File: config.mk
export PLATFORM = sky130hd
export DESIGN_NAME = hmte_ram
export DESIGN_NICKNAME = d
export VERILOG_FILES = /design/src/sv/hmte_ram.sv
export SDC_FILE = /design/constraint.sdc
export NUM_CORES = 1
export LEC_CHECK = 0
export BUFFER_PORTS_ARGS = -buffer_cell sky130_fd_sc_hd__buf_2
export CORE_MARGIN = 1
export CORE_UTILIZATION = 55
export DETAILED_ROUTE_END_ITERATION = 8
export GPL_TIMING_DRIVEN = 0
export PLACE_DENSITY = 0.73
export SETUP_SLACK_MARGIN = 0.02
export SLEW_MARGIN = 20
export SYNTH_ARGS = -nofsm -noshare
export SYNTH_HDL_FRONTEND = slang
export SYNTH_SLANG_ARGS = --single-unit
File: constraint.sdc
create_clock -name clock -period 2.6 [get_ports clock]
set_clock_uncertainty 0.2 [all_clocks]
set_input_delay 0.26 -clock clock [delete_from_list [all_inputs] [get_ports clock]]
set_output_delay 0.26 -clock clock [all_outputs]
set_load 0.05 [all_outputs]
File: src/sv/hmte_ram.sv
// Generic RAM with one write port and one registered read port.
module hmte_ram #(
   parameter int WIDTH = 8,
   parameter int DEPTH = 16
) (
   input  logic                     clock,
   input  logic                     wr_en,
   input  logic [$clog2(DEPTH)-1:0] wr_addr,
   input  logic [WIDTH-1:0]         wr_data,
   input  logic                     rd_en,
   input  logic [$clog2(DEPTH)-1:0] rd_addr,
   output logic [WIDTH-1:0]         rd_data
);

   logic [WIDTH-1:0] mem_ff [DEPTH];
   logic [WIDTH-1:0] rd_data_ff;

   // A read of the address being written returns the old contents.
   always_ff @(posedge clock) begin
      if (wr_en) begin
         mem_ff[wr_addr] <= wr_data;
      end
      if (rd_en) begin
         rd_data_ff <= mem_ff[rd_addr];
      end
   end

   assign rd_data = rd_data_ff;

endmodule

# Yosys cells after proc, flatten, opt, wreduce, memory -nomap -nowiden

Memories as Yosys holds them, arrays and structs flattened. A register that Yosys moved wholly into a read port is not among the register bits.
Cells that the tools add are included.

Multiplexer cells: 2

Operators with widths:

| operator | count |
|---|---|
| $mux W1  | 2 |

Memories: 1
Memory bits (writable): 128
Flip-flop bits (word level): 0
Word-level logic and storage cells: 3
Bits of input ports: 19
Output and inout bits: 8

Memory list:

| memory | words | width | rd ports | clocked after memory_dff | write ports | line | source |
|---|---|---|---|---|---|---|---|
| mem_ff | 16    | 8     | 1        | 1                        | 1           | 15   | `logic [WIDTH-1:0] mem_ff [DEPTH];` |

# Depth between registers and ports, before layout

Word-level depth: 2
Gate-level depth with buffers: 5
Depth with buffers taken out: 3

# Least setup slack after synthesis

OpenSTA, ideal clock, no wires.

Path type: input port to flip-flop
Start: in wr_addr[2]
End: mem mem_ff[0][0] (enable)
Data required time: 2.017 ns
Path slack: 0.647 ns
Library setup time: 0.383 ns
Stages on the path: 2
Arrival time: 1.370 ns
Buffers on the path: 0
Cell sequence: or3b_2 nor3_1

RTL lines:

| element     | line | source |
|---|---|---|
| from (decl) | 8    | `input logic [$clog2(DEPTH)-1:0] wr_addr,` |
| to (decl)   | 15   |  |

Straight into the memory's write port.

==> results.tsv <==
stage	metric	value	unit
run_status	status	completed	
flow_run	Max Cap Viol	0	
setup_path	Worst setup SP type	register	
setup_path	data required time of the worst path	2650	ps
finish	commonest non-fill, non-tap cell in the layout	edfxtp_1	
die	Core Area	9240	µm²
finish	share of cells above drive strength 1	29.5	%
synth	largest family of logic cells by synthesized area	multiplexers	
synth	Cell variety after synth	18	
routing	Via density	5.94	
setup_path	crit end category	register	
finish	Fillers	575	
synth	sequential area share after synthesis	78.1	%
place	Post-DP Area	5530	µm²
synth	syn avg cell area	22.8	µm²
synth	Seq cells post-synth	136	
timing	Fin Setup TNS	0	ps
place	IO Port Bufs	25	
hold_path	Worst Hold Class	primary input to register	
cts	Clock Pin Slew Worst Setup and Hold Paths	60	ps
finish	# nets final	301	
synth	Async SR Flop Fraction	0	%
finish	Ant. Diodes	0	
synth	Post-synth EDFFs	136	
finish	FF+latch area	4080	µm²
synth	post-synthesis compound-gate area fraction	2.30	%
place	DP HPWL	5900	µm
global_route	vias in the first global route	2617	
cts	later-pin clock latency in the skew report	520	ps
synth	xor/xnor cell area share of the yosys netlist	0	%
global_route	aggregate global routing overflow	0	
global_route	busiest layer in global routing	met2	
cts	Num CTS Buffers	17	
finish	most frequent cells in the layout	136 x edfxtp_1, 28 x buf_2, 18 x mux4_2	
global_route	met1 usage	27.2	%
die	Die H	99.5	µm
global_route	global-route wire length before repair	14800	µm
routing	violation count after the first detailed-route iteration	266	
finish	Multi-input gate area	1080	µm²
synth	Synthesis Warnings	0	
cts	maximum clock path buffer count	2	
timing	max-slew violation count	0	
die	Initial Utilization	56.6	%
timing	setup violators final	0	
synth	Post-synth top flop	edfxtp_1	
synth	Post-Synth Simple-Gate Area	3.14	%
routing	# DRC	0	
die	I/O Pins	27	
die	Die Wd	99.5	µm
pwr	leakage	0.00208	µW
cts	Post-CTS Setup Inserts	0	
global_route	met2 usage	37.1	%
finish	Util after Layout	67.4	%
synth	mapped cell area	5230	µm²
routing	post-route ant nets	0	
setup_path	Cell Chain, Critical Path	mux4_1 > a22oi_1 > nand2_1	
timing	final hold vios	0	
routing	DR pass1 iterations	7	
setup_path	highest cell delay on the worst timing path	570	ps
timing	RSZ-0062 raised after global routing	no	
timing	worst-margin pin slew	884	ps
synth	mux contribution to synthesized area	14.8	%
synth	Syn Inst Count	229	
setup_path	Max FO, Critical Path	1	
cts	TritonCTS clock tree	done	
setup_path	slowest CP cell	mux4_1	
place	GPL Wtd Cong	0.747	
timing	Tcrit/Tclk final	69.6	%
global_route	grt met3 use	6.39	%
finish	Area Overhead vs Synth	19.1	%
cts	post_cts resized	0	
finish	final instance area	6220	µm²
global_route	initial antenna violation count	0	
cts	htree depth	4	
die	num rows	35	
setup_path	Arr. time, crit path	1860	ps
synth	Post-Synth Adder-Cell Area	0	%
routing	Vias	2519	
die	DIE AREA	9900	µm²
timing	worst relative slew slack	40.8	%
cts	CTS Root Buffer Type	clkbuf_8	
timing	FMAX	553	MHz
synth	Post-Syn Nets	248	
timing	fin crit period	1810	ps
global_route	total track usage	22.4	%
setup_path	crit path kind	register to register	
pwr	power per cell area	830	nW/µm²
global_route	largest net degree at the start of global routing	17	
setup_path	Crit path buffers/inverters	0	
pwr	VDD IR-drop max	0.614	mV
cts	TritonCTS Sinks	136	
routing	DR WL/cell	23.7	µm
setup_path	Crit path max-delay family	multiplexers	
routing	Routed Wire Length	10000	µm
-- cell families (layout without fill, tap and decap cells) --
group                  count (synthesis)  in the layout
AO/OA/AOI/OAI                         16             16
flip-flops                           136            136
AND/OR/NAND/NOR                       35             35
multiplexers                          32             32
buffers and inverters                 10             76
-- synth_stat cells (all sizes together), types with 2 or more instances --
master	instances	share of area, %
nand3b	2	0.29
nand2b	2	0.24
nor3	4	0.38
clkdlybuf4s25	3	0.57
nor2	13	0.93
buf	7	1.1
nand2	9	0.65
edfxtp	136	78
a22oi	16	2.3
mux4	32	15
-- metal layers --
layer / share of wire [%] / routed length [µm]
met5: 0 / 0
met4: 2.4 / 237
met3: 8.4 / 841
met2: 52 / 5170
met1: 38 / 3780
-- path summary, 6_finish.rpt --
kind	endpoint	depth (start not counted)	startpoint	slack, ps
setup / recovery	rd_data[0]	3	mem_ff[5][0]	790
hold reg to reg	rd_data[2]	3	mem_ff[11][2]	570
setup reg to reg	rd_data[0]	3	mem_ff[5][0]	790
hold / removal	mem_ff[4][0]	2	wr_addr[0]	80
-- per-stage QoR --
step / setup slack, ps / hold slack, ps / cells / power [µW]
floorplan: 647 / 159 / 229 / 2690
global placement: 78.6 / 396 / 383 / 2780
detailed placement: 404 / 412 / 383 / 2790
CTS: 805 / 69.0 / 424 / 5180
global route: 766 / 78.6 / 424 / 5290
finish: 791 / 78.8 / 424 / 5170
-- timing repair --
action / CTS / global route
hold buffers: 9 / 0
endpoints found under the setup margin: 0 / 0
hold endpoints to repair: 136 / 0
-- worst reg2reg max path: stages (launching register included) --
cell and delay [ps]:
edfxtp_1 360, mux4_1 570, a22oi_1 290, nand2_1 120
-- state kept, by name (all words and copies together) (netlist names) --
register	count
mem_ff	128
rd_data	8
-- report_power, final --
part | switching, µW | internal, µW
Sequential | 11.4 | 2470
Combinational | 173 | 104
Clock | 858 | 1550
Total | 1040 | 4120
-- area by class of cell --
cell class | instances | area share [%]
multi-input combinational | 83 | 17.3
sequential | 136 | 65.6
clock inverter | 13 | 2.87
timing repair buffer | 34 | 3.46
buffer | 10 | 1.39
clock buffer | 19 | 6.77
tap | 129 | 2.59
No activity file was read; power rests on OpenSTA's default activity.
